$ cat src/rtl/sbb_pkg.sv
// shared types and constants for the stereo cabinet band-pass blend
// widths, register indexes, sequencer codes and controller/datapath command structs
// no dependencies
package sbb_pkg;

  localparam int SAMPLE_BITS = 24;
  localparam int COEFF_BITS  = 16;
  localparam int STATE_BITS  = 32;
  localparam int UP          = STATE_BITS - SAMPLE_BITS;
  localparam int MIX_W       = COEFF_BITS + 1;
  localparam int DIFF_W      = STATE_BITS + 2;
  localparam int PROD_W      = DIFF_W + MIX_W + 1;
  localparam int SH_W        = PROD_W - COEFF_BITS;
  localparam int BLEND_W     = SH_W + 1;

  localparam int CFG_IDX_W = 2;

  typedef enum logic [CFG_IDX_W-1:0] {
    CFG_LOW_CORNER  = 2'd0,
    CFG_HIGH_CORNER = 2'd1,
    CFG_WET_MIX     = 2'd2
  } cfg_idx_t;

  localparam logic [COEFF_BITS-1:0] LOW_CORNER_RESET  = COEFF_BITS'(683);
  localparam logic [COEFF_BITS-1:0] HIGH_CORNER_RESET = COEFF_BITS'(14496);
  localparam logic [MIX_W-1:0]      MIX_ONE           = MIX_W'(1) << COEFF_BITS;

  typedef enum logic [1:0] {
    STEP_LP1,
    STEP_LP2,
    STEP_TRK,
    STEP_MIX
  } step_t;

  typedef enum logic [1:0] {
    ST_IDLE,
    ST_MUL,
    ST_ADD,
    ST_PASS
  } state_t;

  typedef struct packed {
    step_t step;
    logic  load;
    logic  mul_en;
    logic  add_en;
    logic  out_load;
    logic  bypass;
  } cmd_t;

  typedef struct packed {
    logic mix_zero;
  } status_t;

endpackage

$ cat src/rtl/sbb_lane.sv
// one channel of the band-pass datapath: pole state, shared multiplier, blend and saturation
// depends on sbb_pkg
module sbb_lane (
  input  logic                                clk,
  input  logic                                rst,
  input  sbb_pkg::cmd_t                       cmd,
  input  logic signed [sbb_pkg::SAMPLE_BITS-1:0] sample_in,
  input  logic [sbb_pkg::MIX_W-1:0]           coef,
  output logic signed [sbb_pkg::SAMPLE_BITS-1:0] sample_out
);
  import sbb_pkg::*;

  logic signed [SAMPLE_BITS-1:0] sample;
  logic signed [STATE_BITS-1:0]  lp1, lp2, trk;
  logic signed [PROD_W-1:0]      prod;
  logic signed [STATE_BITS-1:0]  dry;
  logic signed [DIFF_W-1:0]      op_a, op_b, diff;
  logic signed [STATE_BITS-1:0]  base;
  logic signed [PROD_W-1:0]      prod_next, prod_sh;
  logic signed [SH_W-1:0]        sh;
  logic signed [SH_W-1:0]        pole_sum;
  logic signed [STATE_BITS-1:0]  pole_new;
  logic signed [BLEND_W-1:0]     blend, blend_sh;
  logic signed [SAMPLE_BITS-1:0] blend_sat;
  logic                          fits;

  assign dry = {sample, {UP{1'b0}}};

  always_comb begin
    op_a = DIFF_W'(dry);
    op_b = DIFF_W'(lp1);
    base = lp1;
    case (cmd.step)
      STEP_LP1: begin
        op_a = DIFF_W'(dry);
        op_b = DIFF_W'(lp1);
        base = lp1;
      end
      STEP_LP2: begin
        op_a = DIFF_W'(lp1);
        op_b = DIFF_W'(lp2);
        base = lp2;
      end
      STEP_TRK: begin
        op_a = DIFF_W'(lp2);
        op_b = DIFF_W'(trk);
        base = trk;
      end
      STEP_MIX: begin
        // wet = second lowpass minus tracker, then wet - dry
        op_a = DIFF_W'(lp2) - DIFF_W'(trk);
        op_b = DIFF_W'(dry);
        base = dry;
      end
      default: begin
        op_a = DIFF_W'(dry);
        op_b = DIFF_W'(lp1);
        base = lp1;
      end
    endcase
  end

  assign diff      = op_a - op_b;
  assign prod_next = $signed({1'b0, coef}) * diff;

  // arithmetic shift gives floor division
  assign prod_sh  = prod >>> COEFF_BITS;
  assign sh       = prod_sh[SH_W-1:0];
  assign pole_sum = SH_W'(base) + sh;
  assign pole_new = pole_sum[STATE_BITS-1:0];

  assign blend    = BLEND_W'(base) + BLEND_W'(sh);
  assign blend_sh = blend >>> UP;
  assign fits     = (&blend_sh[BLEND_W-1:SAMPLE_BITS-1]) | ~(|blend_sh[BLEND_W-1:SAMPLE_BITS-1]);

  always_comb begin
    if (fits) begin
      blend_sat = blend_sh[SAMPLE_BITS-1:0];
    end else if (blend_sh[BLEND_W-1]) begin
      blend_sat = {1'b1, {(SAMPLE_BITS-1){1'b0}}};
    end else begin
      blend_sat = {1'b0, {(SAMPLE_BITS-1){1'b1}}};
    end
  end

  always_ff @(posedge clk) begin
    if (rst) begin
      lp1 <= '0;
      lp2 <= '0;
      trk <= '0;
    end else if (cmd.add_en) begin
      case (cmd.step)
        STEP_LP1: lp1 <= pole_new;
        STEP_LP2: lp2 <= pole_new;
        STEP_TRK: trk <= pole_new;
        default:  ;
      endcase
    end
  end

  always_ff @(posedge clk) begin
    if (cmd.out_load) begin
      sample_out <= cmd.bypass ? sample : blend_sat;
    end
    if (cmd.load) begin
      sample <= sample_in;
    end
    if (cmd.mul_en) begin
      prod <= prod_next;
    end
  end

endmodule

$ cat src/rtl/sbb_datapath.sv
// datapath: configuration registers, coefficient selection and the two channel lanes
// depends on sbb_pkg and sbb_lane
module sbb_datapath (
  input  logic                                   clk,
  input  logic                                   rst,
  input  logic                                   cfg_we,
  input  logic [sbb_pkg::CFG_IDX_W-1:0]          cfg_index,
  input  logic [sbb_pkg::MIX_W-1:0]              cfg_data,
  input  sbb_pkg::cmd_t                          cmd,
  output sbb_pkg::status_t                       status,
  input  logic signed [sbb_pkg::SAMPLE_BITS-1:0] left_in,
  input  logic signed [sbb_pkg::SAMPLE_BITS-1:0] right_in,
  output logic signed [sbb_pkg::SAMPLE_BITS-1:0] left_out,
  output logic signed [sbb_pkg::SAMPLE_BITS-1:0] right_out
);
  import sbb_pkg::*;

  logic [COEFF_BITS-1:0] low_corner_coeff;
  logic [COEFF_BITS-1:0] high_corner_coeff;
  logic [MIX_W-1:0]      wet_mix;
  logic [MIX_W-1:0]      mix_eff;
  logic [MIX_W-1:0]      coef;

  always_ff @(posedge clk) begin
    if (rst) begin
      low_corner_coeff  <= LOW_CORNER_RESET;
      high_corner_coeff <= HIGH_CORNER_RESET;
      wet_mix           <= '0;
    end else if (cfg_we) begin
      case (cfg_index)
        CFG_LOW_CORNER:  low_corner_coeff  <= cfg_data[COEFF_BITS-1:0];
        CFG_HIGH_CORNER: high_corner_coeff <= cfg_data[COEFF_BITS-1:0];
        CFG_WET_MIX:     wet_mix           <= cfg_data;
        default:         ;
      endcase
    end
  end

  // anything at or above one is fully wet
  assign mix_eff = wet_mix[COEFF_BITS] ? MIX_ONE : wet_mix;
  assign status.mix_zero = (wet_mix == '0);

  always_comb begin
    case (cmd.step)
      STEP_LP1: coef = {1'b0, high_corner_coeff};
      STEP_LP2: coef = {1'b0, high_corner_coeff};
      STEP_TRK: coef = {1'b0, low_corner_coeff};
      STEP_MIX: coef = mix_eff;
      default:  coef = {1'b0, high_corner_coeff};
    endcase
  end

  sbb_lane u_left (
    .clk        (clk),
    .rst        (rst),
    .cmd        (cmd),
    .sample_in  (left_in),
    .coef       (coef),
    .sample_out (left_out)
  );

  sbb_lane u_right (
    .clk        (clk),
    .rst        (rst),
    .cmd        (cmd),
    .sample_in  (right_in),
    .coef       (coef),
    .sample_out (right_out)
  );

endmodule

$ cat src/rtl/sbb_ctrl.sv
// controller: sequences the four multiply/add steps per sample and owns the handshakes
// depends on sbb_pkg
module sbb_ctrl (
  input  logic             clk,
  input  logic             rst,
  input  logic             in_valid,
  output logic             in_ready,
  output logic             out_valid,
  input  logic             out_ready,
  input  sbb_pkg::status_t status,
  output sbb_pkg::cmd_t    cmd
);
  import sbb_pkg::*;

  state_t state, state_next;
  step_t  step, step_next;
  logic   out_free;
  logic   done;
  logic   out_valid_next;

  assign out_free = !out_valid || out_ready;

  always_ff @(posedge clk) begin
    if (rst) begin
      state     <= ST_IDLE;
      step      <= STEP_LP1;
      out_valid <= 1'b0;
    end else begin
      state     <= state_next;
      step      <= step_next;
      out_valid <= out_valid_next;
    end
  end

  always_comb begin
    state_next   = state;
    step_next    = step;
    cmd.step     = step;
    cmd.load     = 1'b0;
    cmd.mul_en   = 1'b0;
    cmd.add_en   = 1'b0;
    cmd.out_load = 1'b0;
    cmd.bypass   = 1'b0;
    done         = 1'b0;
    in_ready     = 1'b0;

    case (state)
      ST_IDLE: begin
        in_ready = 1'b1;
      end
      ST_MUL: begin
        cmd.mul_en = 1'b1;
        state_next = ST_ADD;
      end
      ST_ADD: begin
        case (step)
          STEP_LP1: begin
            cmd.add_en = 1'b1;
            step_next  = STEP_LP2;
            state_next = ST_MUL;
          end
          STEP_LP2: begin
            cmd.add_en = 1'b1;
            step_next  = STEP_TRK;
            state_next = ST_MUL;
          end
          STEP_TRK: begin
            cmd.add_en = 1'b1;
            step_next  = STEP_MIX;
            state_next = ST_MUL;
          end
          STEP_MIX: begin
            // hold the product until the output register can take the result
            if (out_free) begin
              cmd.out_load = 1'b1;
              done         = 1'b1;
              in_ready     = 1'b1;
              state_next   = ST_IDLE;
            end
          end
          default: state_next = ST_IDLE;
        endcase
      end
      ST_PASS: begin
        if (out_free) begin
          cmd.out_load = 1'b1;
          cmd.bypass   = 1'b1;
          done         = 1'b1;
          in_ready     = 1'b1;
          state_next   = ST_IDLE;
        end
      end
      default: state_next = ST_IDLE;
    endcase

    if (in_ready && in_valid) begin
      cmd.load   = 1'b1;
      step_next  = STEP_LP1;
      state_next = status.mix_zero ? ST_PASS : ST_MUL;
    end
  end

  always_comb begin
    if (cmd.out_load) begin
      out_valid_next = 1'b1;
    end else if (out_ready) begin
      out_valid_next = 1'b0;
    end else begin
      out_valid_next = out_valid;
    end
  end

  a_mul_then_add: assert property (@(posedge clk) disable iff (rst)
    state == ST_MUL |=> state == ST_ADD)
    else $error("multiply step not followed by add step");

  a_accept_starts: assert property (@(posedge clk) disable iff (rst)
    in_valid && in_ready |=> state == ST_MUL || state == ST_PASS)
    else $error("accepted transaction did not start processing");

  a_no_overwrite: assert property (@(posedge clk) disable iff (rst)
    cmd.out_load |-> !out_valid || out_ready)
    else $error("output register overwritten while a result waits");

  a_step_advance: assert property (@(posedge clk) disable iff (rst)
    state == ST_ADD && step != STEP_MIX |=> state == ST_MUL && step != $past(step))
    else $error("pole step did not advance");

  a_done_sets_valid: assert property (@(posedge clk) disable iff (rst)
    done |=> out_valid)
    else $error("finished result not presented");

endmodule

$ cat src/rtl/stereo_cabinet_bandpass_blend_top.sv
// top level of the stereo cabinet band-pass blend
// depends on sbb_pkg, sbb_ctrl and sbb_datapath
//
// Input channel: in_valid/in_ready with left_in and right_in (signed Q1.23). A transaction
// is taken when both are high. Output channel: out_valid/out_ready with left_out and
// right_out, saturated Q1.23, one result per input transaction.
// Config port: cfg_we, cfg_index, cfg_data; index 0 low corner coefficient, 1 high corner
// coefficient, 2 wet mix. Writes take effect on the same edge; write only while idle.
// With mix nonzero an accepted sample runs four pole/blend steps, each one multiply state
// and one add state on a shared multiplier per channel, before out_valid; with mix zero
// the sample passes through the bypass state and filter state is untouched.
// With mix nonzero the next transaction waits for the four steps on each channel's one
// multiplier, and with mix zero one is taken per cycle while the receiver keeps up; a new
// transaction is taken in the cycle the previous result moves into the output register.
// Reset clears filter state and loads default coefficients with mix zero.
// When the receiver stalls, the result holds in the output register and the last step
// waits until the register frees.
module stereo_cabinet_bandpass_blend_top (
  input  logic                                   clk,
  input  logic                                   rst,
  input  logic                                   cfg_we,
  input  logic [sbb_pkg::CFG_IDX_W-1:0]          cfg_index,
  input  logic [sbb_pkg::MIX_W-1:0]              cfg_data,
  input  logic                                   in_valid,
  output logic                                   in_ready,
  input  logic signed [sbb_pkg::SAMPLE_BITS-1:0] left_in,
  input  logic signed [sbb_pkg::SAMPLE_BITS-1:0] right_in,
  output logic                                   out_valid,
  input  logic                                   out_ready,
  output logic signed [sbb_pkg::SAMPLE_BITS-1:0] left_out,
  output logic signed [sbb_pkg::SAMPLE_BITS-1:0] right_out
);
  import sbb_pkg::*;

  cmd_t    cmd;
  status_t status;

  sbb_ctrl u_ctrl (
    .clk       (clk),
    .rst       (rst),
    .in_valid  (in_valid),
    .in_ready  (in_ready),
    .out_valid (out_valid),
    .out_ready (out_ready),
    .status    (status),
    .cmd       (cmd)
  );

  sbb_datapath u_dp (
    .clk       (clk),
    .rst       (rst),
    .cfg_we    (cfg_we),
    .cfg_index (cfg_index),
    .cfg_data  (cfg_data),
    .cmd       (cmd),
    .status    (status),
    .left_in   (left_in),
    .right_in  (right_in),
    .left_out  (left_out),
    .right_out (right_out)
  );

endmodule
$ cat config.mk
export PLATFORM = sky130hd
export DESIGN_NAME = stereo_cabinet_bandpass_blend_top
export DESIGN_NICKNAME = d
export VERILOG_FILES = /design/src/rtl/sbb_pkg.sv /design/src/rtl/sbb_lane.sv /design/src/rtl/sbb_datapath.sv /design/src/rtl/sbb_ctrl.sv /design/src/rtl/stereo_cabinet_bandpass_blend_top.sv
export SDC_FILE = /design/constraint.sdc
export NUM_CORES = 2
export LEC_CHECK = 0
export ABC_AREA = 1
export BUFFER_PORTS_ARGS = -buffer_cell sky130_fd_sc_hd__buf_2
export CORE_MARGIN = 2
export CORE_UTILIZATION = 50
export DETAILED_ROUTE_END_ITERATION = 8
export PLACE_DENSITY_LB_ADDON = 0.3
export SYNTH_ARGS = -nofsm -noshare
export SYNTH_HDL_FRONTEND = slang
export SYNTH_SLANG_ARGS = --single-unit
$ cat constraint.sdc
create_clock -name clk -period 12.32 [get_ports clk]
set_input_delay 1.232 -clock clk [delete_from_list [all_inputs] [get_ports clk]]
set_output_delay 1.232 -clock clk [all_outputs]
set_load 0.03 [all_outputs]
==> results.rst <==
.. list-table::
   :header-rows: 1

   * - Metric
     - Value
   * - Status
     - finished clean
   * - Clock root buffer
     - sky130_fd_sc_hd__clkbuf_16
   * - Routability cong.
     - 1.01
   * - Area of the die
     - 146000 µm²
   * - Achievable clock frequency
     - 91.8 MHz
   * - Total number of clock tree sinks
     - 414
   * - Proportion of synthesized flip-flops having asynchronous set or reset
     - 0
   * - Count of fill cells added during filler insertion
     - 13803
   * - Seq/Total Area, Yosys
     - 0.139
   * - Kind of end point of the critical path
     - register
   * - Routing usage on met3
     - 0.0809
   * - FF-to-FF path depth
     - 41
   * - Hold bufs inserted after CTS
     - 0
   * - Data required time at the worst endpoint
     - 12.66 ns
   * - TritonCTS Buffers
     - 46
   * - TritonCTS clock tree
     - done
   * - WHS Path Cells
     - 2
   * - H-tree depth
     - 2
   * - Source-to-sink clock delay at the later pin of the worst-skew pair
     - 0.61 ns
   * - Max Fanout on Critical Path
     - 61
   * - Most instantiated library cell after synthesis
     - sky130_fd_sc_hd__inv_1
   * - Launching element type of the critical path
     - register
   * - Width of the chip
     - 382 µm
   * - Max stage delay on crit path
     - 0.66 ns
   * - Grt total ovfl
     - 0
   * - Count of maximum capacitance violations
     - 0
   * - Pin count of the biggest net entering global routing
     - 113
   * - GR Layer Usage met1
     - 0.481
   * - Number of antenna violations at the first check in global routing
     - 12
   * - Post-Synthesis Net Count
     - 11112
   * - Clock-pin slew of the registers on the worst-case setup and hold paths
     - 0.07 ns
   * - Overall routed net length
     - 244000 µm
   * - Register bit total from synthesis
     - 414
   * - Synth warnings
     - 0
   * - Max Transition Viols Final
     - 0
   * - Number of instances in the synthesized netlist
     - 9499
   * - Final Hold Vio Count
     - 0
   * - Top-level port count
     - 122
   * - Most used standard cells in the synthesized netlist
     - 2224 x sky130_fd_sc_hd__inv_1, 1690 x sky130_fd_sc_hd__nand2_1, 1093 x sky130_fd_sc_hd__fa_1
   * - Worst min path class
     - reg2reg
   * - Number of design rule violations left after detail routing
     - 0
   * - Top area cells in the synthesized netlist
     - sky130_fd_sc_hd__fa_1 31%, sky130_fd_sc_hd__inv_1 12%, sky130_fd_sc_hd__nand2_1 8.9%, sky130_fd_sc_hd__ha_1 7.8%, sky130_fd_sc_hd__edfxtp_1 7.1%
   * - Placeable core region
     - 142000 µm²
   * - Synth-to-layout area growth
     - 5.16%
   * - Tmin final
     - 10.89 ns
   * - Starting density of the core
     - 0.504
   * - GR Util met2
     - 0.508
   * - First-pass GRT wire length
     - 378000 µm
   * - Fraction of final layout cells with drive strength greater than 1
     - 0.0637
   * - Top cell type's share of synthesized area
     - 0.306
   * - Critical path type
     - reg2reg
   * - DRT antenna net count
     - 0
   * - Count of different cell masters after synthesis
     - 68
   * - Height of the die
     - 382 µm
   * - Post-CTS Setup Bufs
     - 0
   * - Port Buffers
     - 121
   * - Post-Synthesis Cell Area
     - 71500 µm²
   * - Final WS setup
     - 1.43 ns
   * - Library cell with the largest summed area after synthesis
     - sky130_fd_sc_hd__fa_1
   * - CTS Buffer Depth
     - 3
   * - Minimum setup slack after placement
     - 1.48 ns
   * - Count of TritonRoute iterations in the first routing pass
     - 9
   * - Post-synthesis average cell area
     - 7.52 µm²
   * - Final number of setup-violating endpoints
     - 0
   * - Portion of the clock cycle consumed by the worst path in the final layout
     - 0.884
   * - Setup Skew
     - 0.0267 ns
   * - Via count
     - 63562
   * - Dominant cell type by count on the critical path
     - sky130_fd_sc_hd__nand2_1
   * - GR peak layer
     - met2
   * - Count of nets after finishing
     - 11023
   * - RSZ-0062 raised after global routing
     - false
   * - Starting DRC count in detailed routing
     - 6513
   * - Num rows
     - 138
   * - Worst-Margin Slew
     - 1.13 ns
   * - Resize count post-CTS
     - 0
   * - Synth Flop Type
     - sky130_fd_sc_hd__dfxtp_1
   * - TNS Setup
     - 0 ns
   * - Count of flip-flops with a built-in enable after synthesis
     - 168
   * - Signal arrival time at the worst endpoint
     - 11.23 ns
   * - Via count of the first global-routing pass
     - 63837
   * - Wire length per cell
     - 21.6 µm
   * - Overall fraction of global-route tracks in use
     - 0.335
   * - Via density per instance
     - 5.61
   * - Cell with the biggest individual delay on the critical path
     - sky130_fd_sc_hd__ha_4
   * - Detail Placement HPWL
     - 196000 µm
   * - Worst rel slew slack
     - 0.242
## placed cells by master, fill, tap and decap left out, types with 120 or more instances in the layout
cell type                     n
sky130_fd_sc_hd__inv_1     2213
sky130_fd_sc_hd__nand2_1   1688
sky130_fd_sc_hd__fa_1      1093
sky130_fd_sc_hd__nor2_1     863
sky130_fd_sc_hd__a21oi_1    598
sky130_fd_sc_hd__o21ai_0    491
sky130_fd_sc_hd__ha_1       444
sky130_fd_sc_hd__nand3_1    275
sky130_fd_sc_hd__dfxtp_1    246
sky130_fd_sc_hd__edfxtp_1   168
sky130_fd_sc_hd__or2_2      130
sky130_fd_sc_hd__buf_2      120
## critical path, delay by kind of cell, from the launching register on
| family | cells | cell delay (ns) |
|---|---|---|
| fa+ha+maj | 9 | 4.45 |
| simple gates | 15 | 2.01 |
| compound gates | 8 | 1.97 |
| buf+inv | 9 | 1.77 |
| flops | 1 | 0.35 |
## metal layers
layer	routed length (µm)	up-vias
met2	104000	3041
met4	6580	14
met1	106000	31144
li1	-	28928
met5	83	-
met3	27000	435
## per-stage QoR
stage / util / hold slack [ns] / cell area [µm²] / std cells
floorplan: - / 0.425 / 71500 / 9499
global placement: 0.520 / 0.439 / 73700 / 11252
detailed placement: 0.520 / 0.445 / 73700 / 11252
CTS: 0.530 / 0.456 / 75200 / 11337
global route: 0.530 / 0.468 / 75200 / 11338
finish: 0.530 / 0.454 / 75200 / 11340
## layout make-up
cell class                 instances  area (µm²)  area share
clock inverter                    22         193     0.00256
multi-input combinational       6497       51700       0.688
sequential                       414        9970       0.133
tap                             1890        2360      0.0315
inverter                        2257        8480       0.113
clock buffer                      63        1240      0.0166
antenna                            3        7.51   0.0000999
timing repair buffer             194        1170      0.0155
## worst paths after layout
path                            slack [ns]                        from                    endpoint
worst max-delay path                  1.43              u_ctrl.step[1]       u_dp.u_right.prod[43]
worst min-delay path                  0.45  u_dp.high_corner_coeff[15]  u_dp.high_corner_coeff[15]
worst min register to register        0.45  u_dp.high_corner_coeff[15]  u_dp.high_corner_coeff[15]
worst max register to register        1.43              u_ctrl.step[1]       u_dp.u_right.prod[43]
## cells by family after synthesis
| group | Yosys count | share of synthesized area |
|---|---|---|
| simple gates | 3195 | 0.187 |
| fa+ha+maj | 1541 | 0.385 |
| flops | 414 | 0.139 |
| compound gates | 1576 | 0.128 |
| buf+inv | 2588 | 0.138 |
| xor+xnor | 185 | 0.0233 |
## sequential cells by signal (all words and copies together), names as in the netlist, 16 cells and up
register                 cells
u_dp.u_left.sample          24
u_dp.u_left.lp2             32
u_dp.u_right.lp2            32
u_dp.u_right.sample_out     24
u_dp.low_corner_coeff       16
u_dp.wet_mix                17
u_dp.u_left.trk             32
u_dp.u_right.lp1            32
u_dp.u_right.sample         24
u_dp.u_left.sample_out      24
u_dp.u_left.prod            36
u_dp.u_right.prod           36
u_dp.u_left.lp1             32
u_dp.high_corner_coeff      16
u_dp.u_right.trk            32
Power is left out: the tool's default activity adds up to more than one toggle a clock period on the data nets, which glitch-free logic cannot reach.
